<file path="src/rtl/mocf_pkg.sv">
package mocf_pkg;

  localparam int PHASE_BITS     = 32;
  localparam int SINE_ADDR_BITS = 8;
  localparam int SAMPLE_BITS    = 16;

  localparam int FRAC_BITS  = SAMPLE_BITS - 1;
  localparam int TABLE_LEN  = 1 << SINE_ADDR_BITS;
  localparam int PH_UP      = (PHASE_BITS > 32) ? PHASE_BITS - 32 : 0;
  localparam int PH_DN      = (PHASE_BITS < 32) ? 32 - PHASE_BITS : 0;
  localparam int EXT_BITS   = PHASE_BITS + 32;
  localparam int BLEND_BITS = 17;

  localparam int CFG_DATA_BITS  = 32;
  localparam int CFG_INDEX_BITS = 2;

  localparam logic [CFG_INDEX_BITS-1:0] REG_PHASE_STEP     = 2'd0;
  localparam logic [CFG_INDEX_BITS-1:0] REG_PULSE_WIDTH    = 2'd1;
  localparam logic [CFG_INDEX_BITS-1:0] REG_CROSSFADE_STEP = 2'd2;

  localparam logic [2:0] WAVE_SINE     = 3'd0;
  localparam logic [2:0] WAVE_SAW      = 3'd1;
  localparam logic [2:0] WAVE_SQUARE   = 3'd2;
  localparam logic [2:0] WAVE_TRIANGLE = 3'd3;
  localparam logic [2:0] WAVE_NOISE    = 3'd4;
  localparam logic [2:0] WAVE_HALF_SQ  = 3'd5;

  localparam logic [31:0] PHASE_STEP_RESET = 32'd42852281;
  localparam logic [15:0] PULSE_RESET      = 16'd32768;
  localparam logic [15:0] PULSE_MIN        = 16'd655;
  localparam logic [15:0] PULSE_MAX        = 16'd64880;
  localparam logic [BLEND_BITS-1:0] XFADE_STEP_RESET = 17'd64;
  localparam logic [BLEND_BITS-1:0] BLEND_ONE        = 17'h10000;
  localparam logic [31:0] LFSR_SEED  = 32'd1;
  localparam logic [31:0] LFSR_POLY  = 32'hD000_0001;
  localparam logic [31:0] PHASE_HALF = 32'h8000_0000;

  typedef logic [PHASE_BITS-1:0]         phase_t;
  typedef logic signed [SAMPLE_BITS-1:0] sample_t;
  typedef logic [BLEND_BITS-1:0]         blend_t;
  typedef logic [FRAC_BITS-1:0]          sine_rom_t [TABLE_LEN];

  localparam logic [63:0] HALF_PI_Q30 = 64'd1686629713;
  localparam logic [63:0] MAX_VAL     = 64'((64'd1 << FRAC_BITS) - 64'd1);
  // (2n)(2n+1) for the Taylor terms of sine
  localparam logic [63:0] TAYLOR_DIV [5] = '{64'd6, 64'd20, 64'd42, 64'd72, 64'd110};

  // Quarter-wave sine, evaluated at elaboration in Q2.30 fixed point
  function automatic sine_rom_t build_sine_rom();
    sine_rom_t             rom;
    logic [63:0]           x;
    logic [63:0]           x2;
    logic [63:0]           term;
    logic [63:0]           v;
    logic signed [63:0]    sum;
    logic [SINE_ADDR_BITS:0] k;
    logic [2:0]            n;
    for (k = '0; k < (SINE_ADDR_BITS+1)'(TABLE_LEN); k++) begin
      x    = (HALF_PI_Q30 * (64'(k) * 64'd2 + 64'd1)) >> (SINE_ADDR_BITS + 1);
      x2   = (x * x) >> 30;
      term = x;
      sum  = $signed(x);
      for (n = 3'd0; n < 3'd5; n++) begin
        term = ((term * x2) >> 30) / TAYLOR_DIV[n];
        if (n[0] == 1'b0) begin
          sum = sum - $signed(term);
        end else begin
          sum = sum + $signed(term);
        end
      end
      if (sum < 0) begin
        sum = '0;
      end
      v = ($unsigned(sum) * MAX_VAL + (64'd1 << 29)) >> 30;
      if (v > MAX_VAL) begin
        v = MAX_VAL;
      end
      rom[k[SINE_ADDR_BITS-1:0]] = v[FRAC_BITS-1:0];
    end
    return rom;
  endfunction

  localparam sine_rom_t SINE_ROM = build_sine_rom();

endpackage

</file>
<file path="src/rtl/multiwave_oscillator_crossfade_unit.sv">
// Multi-waveform DDS oscillator with linear crossfade between waveforms.
//
// Input channel (in_valid / in_stall): one item per sample tick, carrying
// the waveform select and a phase-restart flag. Result channel (out_valid /
// out_stall): one signed sample per input item, in order.
// Config port (cfg_we / cfg_index / cfg_data): phase step, pulse width
// (clamped on write) and crossfade step; write only while idle.
//
// An accepted item sits in the input register, where the
// whole sample is formed (phase, sine lookup, blend multiply, saturation)
// and all oscillator state advances; the sample then lands in the output
// register once that is free, which raises out_valid; one item is taken
// every cycle while the receiver keeps up.
// When the receiver stalls, the output holds its sample; the input register
// keeps one more item and in_stall rises only if both are full.
// Reset empties both registers, loads the default config, zeroes the
// phase, selects sine with no fade active and seeds the noise LFSR with 1.
module multiwave_oscillator_crossfade_unit (
  input  logic                                 clk,
  input  logic                                 rst_n,
  input  logic                                 in_valid,
  output logic                                 in_stall,
  input  logic [2:0]                           in_wave_select,
  input  logic                                 in_restart_phase,
  output logic                                 out_valid,
  input  logic                                 out_stall,
  output logic signed [mocf_pkg::SAMPLE_BITS-1:0] out_sample,
  input  logic                                 cfg_we,
  input  logic [mocf_pkg::CFG_INDEX_BITS-1:0]  cfg_index,
  input  logic [mocf_pkg::CFG_DATA_BITS-1:0]   cfg_data
);

  localparam int SB  = mocf_pkg::SAMPLE_BITS;
  localparam int F   = mocf_pkg::FRAC_BITS;
  localparam int SAB = mocf_pkg::SINE_ADDR_BITS;
  localparam int PB  = mocf_pkg::PHASE_BITS;

  localparam mocf_pkg::sample_t MAXV = {1'b0, {F{1'b1}}};
  localparam mocf_pkg::sample_t MINV = {1'b1, {F{1'b0}}};

  // config
  logic [31:0]      phase_step_r;
  logic [15:0]      pulse_width_r;
  mocf_pkg::blend_t xfade_step_r;

  // pipeline
  logic             s1_v_r;
  logic [2:0]       s1_sel_r;
  logic             s1_restart_r;
  logic             out_v_r;
  mocf_pkg::sample_t out_sample_r;

  // oscillator state
  mocf_pkg::phase_t accum_r;
  mocf_pkg::blend_t blend_r;
  logic [2:0]       cur_r;
  logic [2:0]       prev_r;
  logic [31:0]      lfsr_r;

  logic out_ready;
  logic s1_adv;
  logic in_take;

  assign out_ready = !out_v_r || !out_stall;
  assign s1_adv    = s1_v_r && out_ready;
  assign in_stall  = s1_v_r && !out_ready;
  assign in_take   = in_valid && !in_stall;
  assign out_valid = out_v_r;
  assign out_sample = out_sample_r;

  function automatic mocf_pkg::sample_t pick_wave(
    input logic [2:0]        code,
    input mocf_pkg::sample_t sine_v,
    input mocf_pkg::sample_t saw_v,
    input mocf_pkg::sample_t sq_v,
    input mocf_pkg::sample_t tri_v,
    input mocf_pkg::sample_t noise_v,
    input mocf_pkg::sample_t half_v
  );
    mocf_pkg::sample_t w;
    unique case (code)
      mocf_pkg::WAVE_SINE:     w = sine_v;
      mocf_pkg::WAVE_SAW:      w = saw_v;
      mocf_pkg::WAVE_SQUARE:   w = sq_v;
      mocf_pkg::WAVE_TRIANGLE: w = tri_v;
      mocf_pkg::WAVE_NOISE:    w = noise_v;
      mocf_pkg::WAVE_HALF_SQ:  w = half_v;
      default:                 w = '0;
    endcase
    return w;
  endfunction

  // per-item datapath
  logic                   changed;
  logic [2:0]             prev_eff;
  mocf_pkg::blend_t       blend_eff;
  mocf_pkg::phase_t       accum_eff;
  logic [31:0]            ph;
  logic                   fading;
  logic                   use_noise;
  logic [31:0]            lfsr_step;
  logic [1:0]             quad;
  logic [SAB-1:0]         sidx;
  mocf_pkg::sample_t      sine_v;
  logic [SB-1:0]          saw_top;
  mocf_pkg::sample_t      saw_v;
  mocf_pkg::sample_t      sq_v;
  logic [31:0]            tri_d;
  logic [F+1:0]           tri_sh;
  mocf_pkg::sample_t      tri_v;
  mocf_pkg::sample_t      noise_v;
  mocf_pkg::sample_t      half_v;
  mocf_pkg::sample_t      wave_a;
  mocf_pkg::sample_t      wave_b;
  logic signed [SB:0]     diff;
  logic signed [SB+18:0]  prod;
  logic signed [SB+1:0]   part;
  logic signed [SB+1:0]   mix;
  mocf_pkg::sample_t      mix_sat;
  mocf_pkg::blend_t       step_eff;
  logic [17:0]            blend_sum;

  mocf_pkg::phase_t       accum_nxt;
  mocf_pkg::blend_t       blend_nxt;
  logic [31:0]            lfsr_nxt;
  mocf_pkg::sample_t      sample_nxt;
  mocf_pkg::phase_t       step_al;

  always_comb begin
    changed   = s1_sel_r != cur_r;
    prev_eff  = changed ? cur_r : prev_r;
    blend_eff = changed ? '0 : blend_r;
    accum_eff = s1_restart_r ? '0 : accum_r;
    ph        = 32'((mocf_pkg::EXT_BITS'(accum_eff) << mocf_pkg::PH_DN) >> mocf_pkg::PH_UP);
    fading    = blend_eff != mocf_pkg::BLEND_ONE;
    use_noise = (s1_sel_r == mocf_pkg::WAVE_NOISE) ||
                (fading && prev_eff == mocf_pkg::WAVE_NOISE);

    lfsr_step = lfsr_r[0] ? ((lfsr_r >> 1) ^ mocf_pkg::LFSR_POLY) : (lfsr_r >> 1);
    noise_v   = $signed(lfsr_step[31 -: SB]);

    // sine: quadrant from top bits, odd quadrants mirrored, upper half negated
    quad   = ph[31:30];
    sidx   = ph[29 -: SAB];
    if (quad[0]) begin
      sidx = ~sidx;
    end
    sine_v = $signed({1'b0, mocf_pkg::SINE_ROM[sidx]});
    if (quad[1]) begin
      sine_v = -sine_v;
    end

    saw_top = ph[31 -: SB];
    saw_v   = $signed({~saw_top[SB-1], saw_top[SB-2:0]});

    sq_v   = (ph < {pulse_width_r, 16'h0000}) ? MAXV : MINV;
    half_v = (ph < mocf_pkg::PHASE_HALF) ? MAXV : MINV;

    tri_d  = ph[31] ? (ph - mocf_pkg::PHASE_HALF) : (mocf_pkg::PHASE_HALF - ph);
    tri_sh = (F+2)'(tri_d >> (30 - F));
    tri_v  = tri_sh[F+1] ? MAXV : $signed({~tri_sh[F], tri_sh[F-1:0]});

    wave_a = pick_wave(prev_eff, sine_v, saw_v, sq_v, tri_v, noise_v, half_v);
    wave_b = pick_wave(s1_sel_r, sine_v, saw_v, sq_v, tri_v, noise_v, half_v);

    // a + floor(blend * (b - a) / 2^16)
    diff = (SB+1)'(wave_b) - (SB+1)'(wave_a);
    prod = $signed({1'b0, blend_eff}) * diff;
    part = (SB+2)'(prod >>> 16);
    mix  = (SB+2)'(wave_a) + part;
    if (mix > (SB+2)'(MAXV)) begin
      mix_sat = MAXV;
    end else if (mix < (SB+2)'(MINV)) begin
      mix_sat = MINV;
    end else begin
      mix_sat = SB'(mix);
    end

    step_eff  = (xfade_step_r == '0) ? mocf_pkg::BLEND_BITS'(1) : xfade_step_r;
    blend_sum = 18'(blend_eff) + 18'(step_eff);

    sample_nxt = fading ? mix_sat : wave_b;
    blend_nxt  = (!fading || blend_sum > 18'(mocf_pkg::BLEND_ONE)) ?
                 mocf_pkg::BLEND_ONE : blend_sum[16:0];
    step_al    = PB'((mocf_pkg::EXT_BITS'(phase_step_r) << mocf_pkg::PH_UP) >> mocf_pkg::PH_DN);
    accum_nxt  = accum_eff + step_al;
    lfsr_nxt   = use_noise ? lfsr_step : lfsr_r;
  end

  always_ff @(posedge clk) begin
    if (!rst_n) begin
      phase_step_r  <= mocf_pkg::PHASE_STEP_RESET;
      pulse_width_r <= mocf_pkg::PULSE_RESET;
      xfade_step_r  <= mocf_pkg::XFADE_STEP_RESET;
    end else if (cfg_we) begin
      unique case (cfg_index)
        mocf_pkg::REG_PHASE_STEP: phase_step_r <= cfg_data[31:0];
        mocf_pkg::REG_PULSE_WIDTH: begin
          if (cfg_data[15:0] < mocf_pkg::PULSE_MIN) begin
            pulse_width_r <= mocf_pkg::PULSE_MIN;
          end else if (cfg_data[15:0] > mocf_pkg::PULSE_MAX) begin
            pulse_width_r <= mocf_pkg::PULSE_MAX;
          end else begin
            pulse_width_r <= cfg_data[15:0];
          end
        end
        mocf_pkg::REG_CROSSFADE_STEP: xfade_step_r <= cfg_data[16:0];
        default: ;
      endcase
    end
  end

  always_ff @(posedge clk) begin
    if (!rst_n) begin
      s1_v_r  <= 1'b0;
      out_v_r <= 1'b0;
      accum_r <= '0;
      blend_r <= mocf_pkg::BLEND_ONE;
      cur_r   <= mocf_pkg::WAVE_SINE;
      prev_r  <= mocf_pkg::WAVE_SINE;
      lfsr_r  <= mocf_pkg::LFSR_SEED;
    end else begin
      if (in_take) begin
        s1_v_r <= 1'b1;
      end else if (s1_adv) begin
        s1_v_r <= 1'b0;
      end
      if (s1_adv) begin
        out_v_r <= 1'b1;
        accum_r <= accum_nxt;
        blend_r <= blend_nxt;
        cur_r   <= s1_sel_r;
        prev_r  <= prev_eff;
        lfsr_r  <= lfsr_nxt;
      end else if (!out_stall) begin
        out_v_r <= 1'b0;
      end
    end
  end

  always_ff @(posedge clk) begin
    if (in_take) begin
      s1_sel_r     <= in_wave_select;
      s1_restart_r <= in_restart_phase;
    end
    if (s1_adv) begin
      out_sample_r <= sample_nxt;
    end
  end

endmodule

</file>
<file path="config.mk">
export PLATFORM = sky130hd
export DESIGN_NAME = multiwave_oscillator_crossfade_unit
export DESIGN_NICKNAME = d
export VERILOG_FILES = /design/src/rtl/mocf_pkg.sv /design/src/rtl/multiwave_oscillator_crossfade_unit.sv
export SDC_FILE = /design/constraint.sdc
export NUM_CORES = 2
export LEC_CHECK = 0
export BUFFER_PORTS_ARGS = -buffer_cell sky130_fd_sc_hd__buf_2
export CELL_PAD_IN_SITES_DETAIL_PLACEMENT = 1
export CELL_PAD_IN_SITES_GLOBAL_PLACEMENT = 1
export CORE_MARGIN = 5
export CORE_UTILIZATION = 50
export CTS_BUF_LIST = sky130_fd_sc_hd__clkbuf_4
export CTS_CLUSTER_SIZE = 28
export DETAILED_ROUTE_END_ITERATION = 6
export HOLD_SLACK_MARGIN = 0.12
export PLACE_DENSITY = 0.83
export SETUP_SLACK_MARGIN = 0.3
export SYNTH_ARGS = -nofsm -noshare
export SYNTH_HDL_FRONTEND = slang
export SYNTH_SLANG_ARGS = --single-unit
</file>
<file path="constraint.sdc">
create_clock -name clk -period 19.9 [get_ports clk]
set_input_delay 0.995 -clock clk [delete_from_list [all_inputs] [get_ports clk]]
set_output_delay 0.995 -clock clk [all_outputs]
set_load 0.005 [all_outputs]
</file>
* Word level (Yosys, flattened, before mapping) *
Memories as Yosys holds them, arrays and structs flattened.
Cells that the tools add are included.
Widths: inputs -> output; s select.

operators by class
  add/subtract/negate cells = 7
  multipliers = 1
  magnitude comparators = 8
  eq/ne operators = 15
  multiplexer cells = 25
  bitwise gates (word level) = 5
  reductions and logical operators = 21

operator list
  kind                    number
  $pmux 16 s6             2
  $mux 16                 9
  $mux 32                 3
  $mux 17                 3
  $mul 18x17->34          1
  $add 32x32->32          1
  $lt 32x32->1            1
  $lt 32x32->1 const B    1
  $sub 32x32->32 const A  1
  $sub 32x32->32 const B  1
  $mux 15                 2
  $add 16x18->18          1
  $add 17x17->18          1
  $gt 18x16->1 const B    1
  $gt 18x17->1 const B    1
  $lt 18x16->1 const B    1
  $logic_not 17->1        1
  $ne 17x17->1 const B    1
  $sub 16x16->17          1
  $gt 16x16->1 const B    1
  $lt 16x10->1 const B    1
  $neg 15->16             1
  $eq 3x2->1 const B      4
  $eq 3x3->1 const B      4
  20 further kinds        38

storage, ports and cells
  flip-flop bits (word level) = 174
  bits in read-only memories = 3840
  input bits = 43
  output and inout bits = 18
  memories kept = 1

memories
  memory            depth  bits a word  read ports  clocked after memory_dff  wr ports  RTL line                                    RTL
  (name not given)  256    15           1           0                         0         multiwave_oscillator_crossfade_unit.sv:148  sine_v = $signed({1'b0, mocf_pkg::SINE_ROM[sidx]});

* Depth between registers and ports, before layout *
  depth after elaboration = 17
  gate-level depth with buffers = 82
  depth with buffers taken out = 71

* Worst setup path after synthesis *
Ideal clock, no wire load.

  path type = register to register
  from = register s1_restart_r
  to = register out_sample_r[2], in the netlist out_sample[2], data pin
  setup time = 0.265 ns
  arrival = 15.569 ns
  slack = 4.066 ns
  cell stages (with the launch flop) = 75
  buffers on the path = 13
  clock period less this slack = 15.834 ns
  path through = edfxtp_1 > buf_4 > buf_2 > buf_2 > buf_2 > buf_2 > buf_2 > buf_1 > clkbuf_1 > clkbuf_1 > a21oi_1 > inv_1 > ha_1 > clkbuf_1 > clkbuf_1 > a221oi_1 > a31o_2 > a221oi_1 > [39 not listed] > nand2b_1 > xor2_1 > ha_1 > inv_1 > o21ai_0 > a21oi_1 > o21ai_0 > a2111o_1 > a31oi_1 > o21bai_1 > a211oi_1 > nor2_1 > xnor2_1 > nand3_1 > nor2b_4 > mux2i_4 > buf_6 > o211ai_2

between the ends
  word-level cells in the longest chain between the ends = 17
  elaborated cells between the ends (all ways) = 29

ends and longest elaborated chain
  what                                        RTL line                                    RTL
  start, declared                             multiwave_oscillator_crossfade_unit.sv:49   logic s1_restart_r;
  start signal, assigned                      multiwave_oscillator_crossfade_unit.sv:244  s1_restart_r <= in_restart_phase;
  $mux 32 (*)                                 multiwave_oscillator_crossfade_unit.sv:133  accum_eff = s1_restart_r ? '0 : accum_r;
  $not 8->8                                   multiwave_oscillator_crossfade_unit.sv:146  sidx = ~sidx;
  $mux 8                                      multiwave_oscillator_crossfade_unit.sv:145  if (quad[0]) begin
  $not 8->9 (implied by the code)             multiwave_oscillator_crossfade_unit.sv:148
  $mem_v2 256x15                              --
  $mux 15 (implied by the code) (2 in a row)  multiwave_oscillator_crossfade_unit.sv:148
  $neg 15->16                                 multiwave_oscillator_crossfade_unit.sv:150  sine_v = -sine_v;
  $mux 16                                     multiwave_oscillator_crossfade_unit.sv:149  if (quad[1]) begin
  $pmux 16 s6                                 multiwave_oscillator_crossfade_unit.sv:81   unique case (code)
  $sub 16x16->17                              multiwave_oscillator_crossfade_unit.sv:167  diff = (SB+1)'(wave_b) - (SB+1)'(wave_a);
  $mul 18x17->34                              multiwave_oscillator_crossfade_unit.sv:168  prod = $signed({1'b0, blend_eff}) * diff;
  $add 16x18->18                              multiwave_oscillator_crossfade_unit.sv:170  mix = (SB+2)'(wave_a) + part;
  $lt 18x16->1                                multiwave_oscillator_crossfade_unit.sv:173  end else if (mix < (SB+2)'(MINV)) begin
  $mux 16                                     multiwave_oscillator_crossfade_unit.sv:173
  $mux 16                                     multiwave_oscillator_crossfade_unit.sv:171  if (mix > (SB+2)'(MAXV)) begin
  $mux 16 (*)                                 multiwave_oscillator_crossfade_unit.sv:182  sample_nxt = fading ? mix_sat : wave_b;
  named net sample_nxt[2]                     multiwave_oscillator_crossfade_unit.sv:126  mocf_pkg::sample_t sample_nxt;
  end signal, assigned                        multiwave_oscillator_crossfade_unit.sv:247  out_sample_r <= sample_nxt;
  end, declared                               multiwave_oscillator_crossfade_unit.sv:51   mocf_pkg::sample_t out_sample_r;

The timed path passes the listed nets; every way through them passes the cells marked *. The select of a mux whose other input is x is not followed.
A chain may end at the register's enable or synchronous reset.

* Final worst setup path *
  from = register accum_r[30]
  to = register out_sample_r[10], in the netlist out_sample[10], data pin

between the ends
  word-level cells in the longest chain between the ends = 16
  elaborated cells between the ends (all ways) = 27

ends and longest elaborated chain
  what                                        RTL line                                    RTL
  start, declared                             multiwave_oscillator_crossfade_unit.sv:54   mocf_pkg::phase_t accum_r;
  start signal, assigned                      multiwave_oscillator_crossfade_unit.sv:230  accum_r <= accum_nxt;
  $mux 32 (*)                                 multiwave_oscillator_crossfade_unit.sv:133
  $mux 8                                      multiwave_oscillator_crossfade_unit.sv:145
  $not 8->9 (implied by the code)             multiwave_oscillator_crossfade_unit.sv:148
  $mem_v2 256x15                              --
  $mux 15 (implied by the code) (2 in a row)  multiwave_oscillator_crossfade_unit.sv:148
  $neg 15->16                                 multiwave_oscillator_crossfade_unit.sv:150
  $mux 16                                     multiwave_oscillator_crossfade_unit.sv:149
  $pmux 16 s6                                 multiwave_oscillator_crossfade_unit.sv:81
  $sub 16x16->17                              multiwave_oscillator_crossfade_unit.sv:167
  $mul 18x17->34                              multiwave_oscillator_crossfade_unit.sv:168
  $add 16x18->18                              multiwave_oscillator_crossfade_unit.sv:170
  $lt 18x16->1                                multiwave_oscillator_crossfade_unit.sv:173
  $mux 16                                     multiwave_oscillator_crossfade_unit.sv:173
  $mux 16                                     multiwave_oscillator_crossfade_unit.sv:171
  $mux 16 (*)                                 multiwave_oscillator_crossfade_unit.sv:182
  named net sample_nxt[10]                    multiwave_oscillator_crossfade_unit.sv:126

Marks and branches as above.

==> results.ini <==
[yosys]
synthCells=4095
syn_area_per_cell_sq_um=7.397
ys_seq_area_frac=0.1216
ys_ff_latch=174
synth_top_area_frac=0.1500
synth.area.top_cells=fa_1, dfxtp_1, ha_1
synth_edf_count=20
synth_area_sq_um=30290
synth_nets=4597
yosys.area.top_type=fa_1
yosys_warnings=0
synth.distinct_cells=117
synth_ff_type=dfxtp_1
async_flop_share=0

[sta]
finalSetupTns_ns=0
slew_violations=0
finalHoldViolCount=0
period_share=0.9396
fin_worst_skew_ns=0.04891
fmax_ghz=0.05348
rsz0062_at_grt=false
slew_headroom=0.03471
worstMarginPinSlew_ns=1.445
finalSetupViolCount=0
fin_crit_ns=18.70

[cts]
cts_tree=yes
cts_buffers=17
htreeDepth=4
cts_buffer_depth=2
clock_latency_ns=0.68
cts-root-buf=clkbuf_4
cts.clk_slew.worst_paths_ns=0.20
clock-sinks=174
cts_hold_buf=0

[worst_setup_path]
crit_fanout=61
worst-setup-path-type=reg2reg
critPathLaunchType=register
required_ns=20.26
cp_common_cell=a21o_1
crit_arrival_ns=19.06
crit_slowest_cell=a2111oi_0
end_kind=register
max_stage_delay_ns=1.05

[pwr]
vdd_drop_max_mv=0.06290
total_power_mw=1.912
p_per_area_nw_per_um2=61.03
leakage_nw=13.62

[drt]
postRouteWirelength_um=149900
wl_met1_um=56140
drc=8
dr_wl_met2_um=65670
postRouteAntennaNets=0
viasPerCell=7.030
drtIter0Drc=4311
dr_wl_met3_um=16880
avgRoutedWirePerCell_um=31.47
vias=33490
dr.pass1.iters=7
top_layer_used=met5

[die]
start_util=0.5037
num_io_pins=61
core_sq_um=60130
die_x_um=256.1
dieArea_sq_um=65600
row_count=90
die_y_um=256.1

[grt]
grt_use_total=0.4369
grt_max_degree=107
overflow=0
grt_pass1_vias=33970
grt_pass1_wl_um=220200
antenna_found_initial=7

[placement]
placed_area_sq_um=31010
portBuffers=60
hpwl_um=113100
gp_congestion=1.105

[cells_and_area]
fillCellCount=7598
drive_above_1_share=0.08622
layout.cells.most_common=nand2_1
design_area_sq_um=31330
layout_common_cells=nand2_1, inv_1, nor2_1
nets=4467
syn_to_final_growth_pct=3.433

[hold_path]
hp-class=reg2reg

[status]
violations=DRC
status=finished with violations

[flow_run]
maxCapViolations=0

-- kinds of logic after synthesis --
family,share of synthesized area
fa+ha+maj,0.2462
flops,0.1216
xor+xnor,0.03544
simple gates,0.2310
buf+inv,0.09831
compound gates,0.2552
mux,0.01214
-- cell type report --
cell class | count | area (sq um) | share of cell area
inverter | 391 | 1470 | 0.04693
antenna | 3 | 7.507 | 0.0002396
clock inverter | 15 | 178.9 | 0.005711
tap | 782 | 978.4 | 0.03123
timing repair buffer | 173 | 1199 | 0.03826
clock buffer | 17 | 127.6 | 0.004074
sequential | 174 | 3697 | 0.1180
multi-input combinational | 3208 | 23670 | 0.7555
-- stage by stage --
stage / hold WS, ns / cells / worst slack, ns / utilization
finish: 0.4606 / 4763 / 1.201 / 0.5210
global route: 0.4921 / 4761 / 0.6513 / 0.5209
CTS: 0.4680 / 4760 / 1.498 / 0.5208
detailed placement: 0.4486 / 4728 / 1.613 / 0.5157
global placement: 0.4378 / 4728 / 2.516 / 0.5157
floorplan: 0.4319 / 4095 / 4.066 / -
-- timing repair --
item | in CTS | in global routing
buffers inserted | 0 | 0
gates resized for setup | 0 | 1
endpoints found under the setup margin | 0 | 4
-- synth_stat cells, drive strengths merged, types with 57 or more instances --
cell type,number
a211oi,57
a21oi,308
buf,141
clkbuf,181
dfxtp,154
fa,227
ha,232
inv,376
nand2,547
nand3,83
nor2,324
nor2b,80
nor3,96
o21ai,208
xnor2,71
-- final timing paths --
check                                start                        to  slack (ns)  depth (start not counted)
setup / recovery  accum_r[30]$_SDFFE_PN0P_  out_sample[10]$_DFFE_PP_        1.20                         58
hold / removal      lfsr_r[8]$_SDFFE_PN0P_    lfsr_r[7]$_SDFFE_PN0P_        0.46                          2
setup reg to reg  accum_r[30]$_SDFFE_PN0P_  out_sample[10]$_DFFE_PP_        1.20                         58
hold reg to reg     lfsr_r[8]$_SDFFE_PN0P_    lfsr_r[7]$_SDFFE_PN0P_        0.46                          2
-- worst max-delay path, delay by kind of cell, from the launching register on --
| family | cells | cell delay [ns] |
|---|---|---|
| simple gates | 14 | 2.04 |
| buf+inv | 1 | 0.04 |
| flops | 1 | 0.82 |
| compound gates | 28 | 8.58 |
| fa+ha+maj | 10 | 4.74 |
| xor+xnor | 4 | 1.43 |
| mux | 1 | 0.66 |
-- routing by layer --
layer  vias to the layer above  track usage
li1                      14090            -
met1                     16540       0.5464
met2                      2215       0.6836
met3                       640       0.1082
met4                         6       0.2609
met5                         -            0
-- registers in the layout, summed over array words and instances, names as in the netlist, 16 cells and up --
name / cells
out_sample: 16
xfade_step_r: 17
lfsr_r: 32
blend_r: 17
accum_r: 32
pulse_width_r: 16
phase_step_r: 32
-- where the power goes --
part	internal [mW]	leakage, nW	switching [mW]	total, mW
Clock	0.0794	0.165	0.147	0.227
Sequential	0.397	1.44	0.0305	0.427
Combinational	0.415	12.0	0.843	1.26
Note: power is estimated with default switching activity, not from simulation.
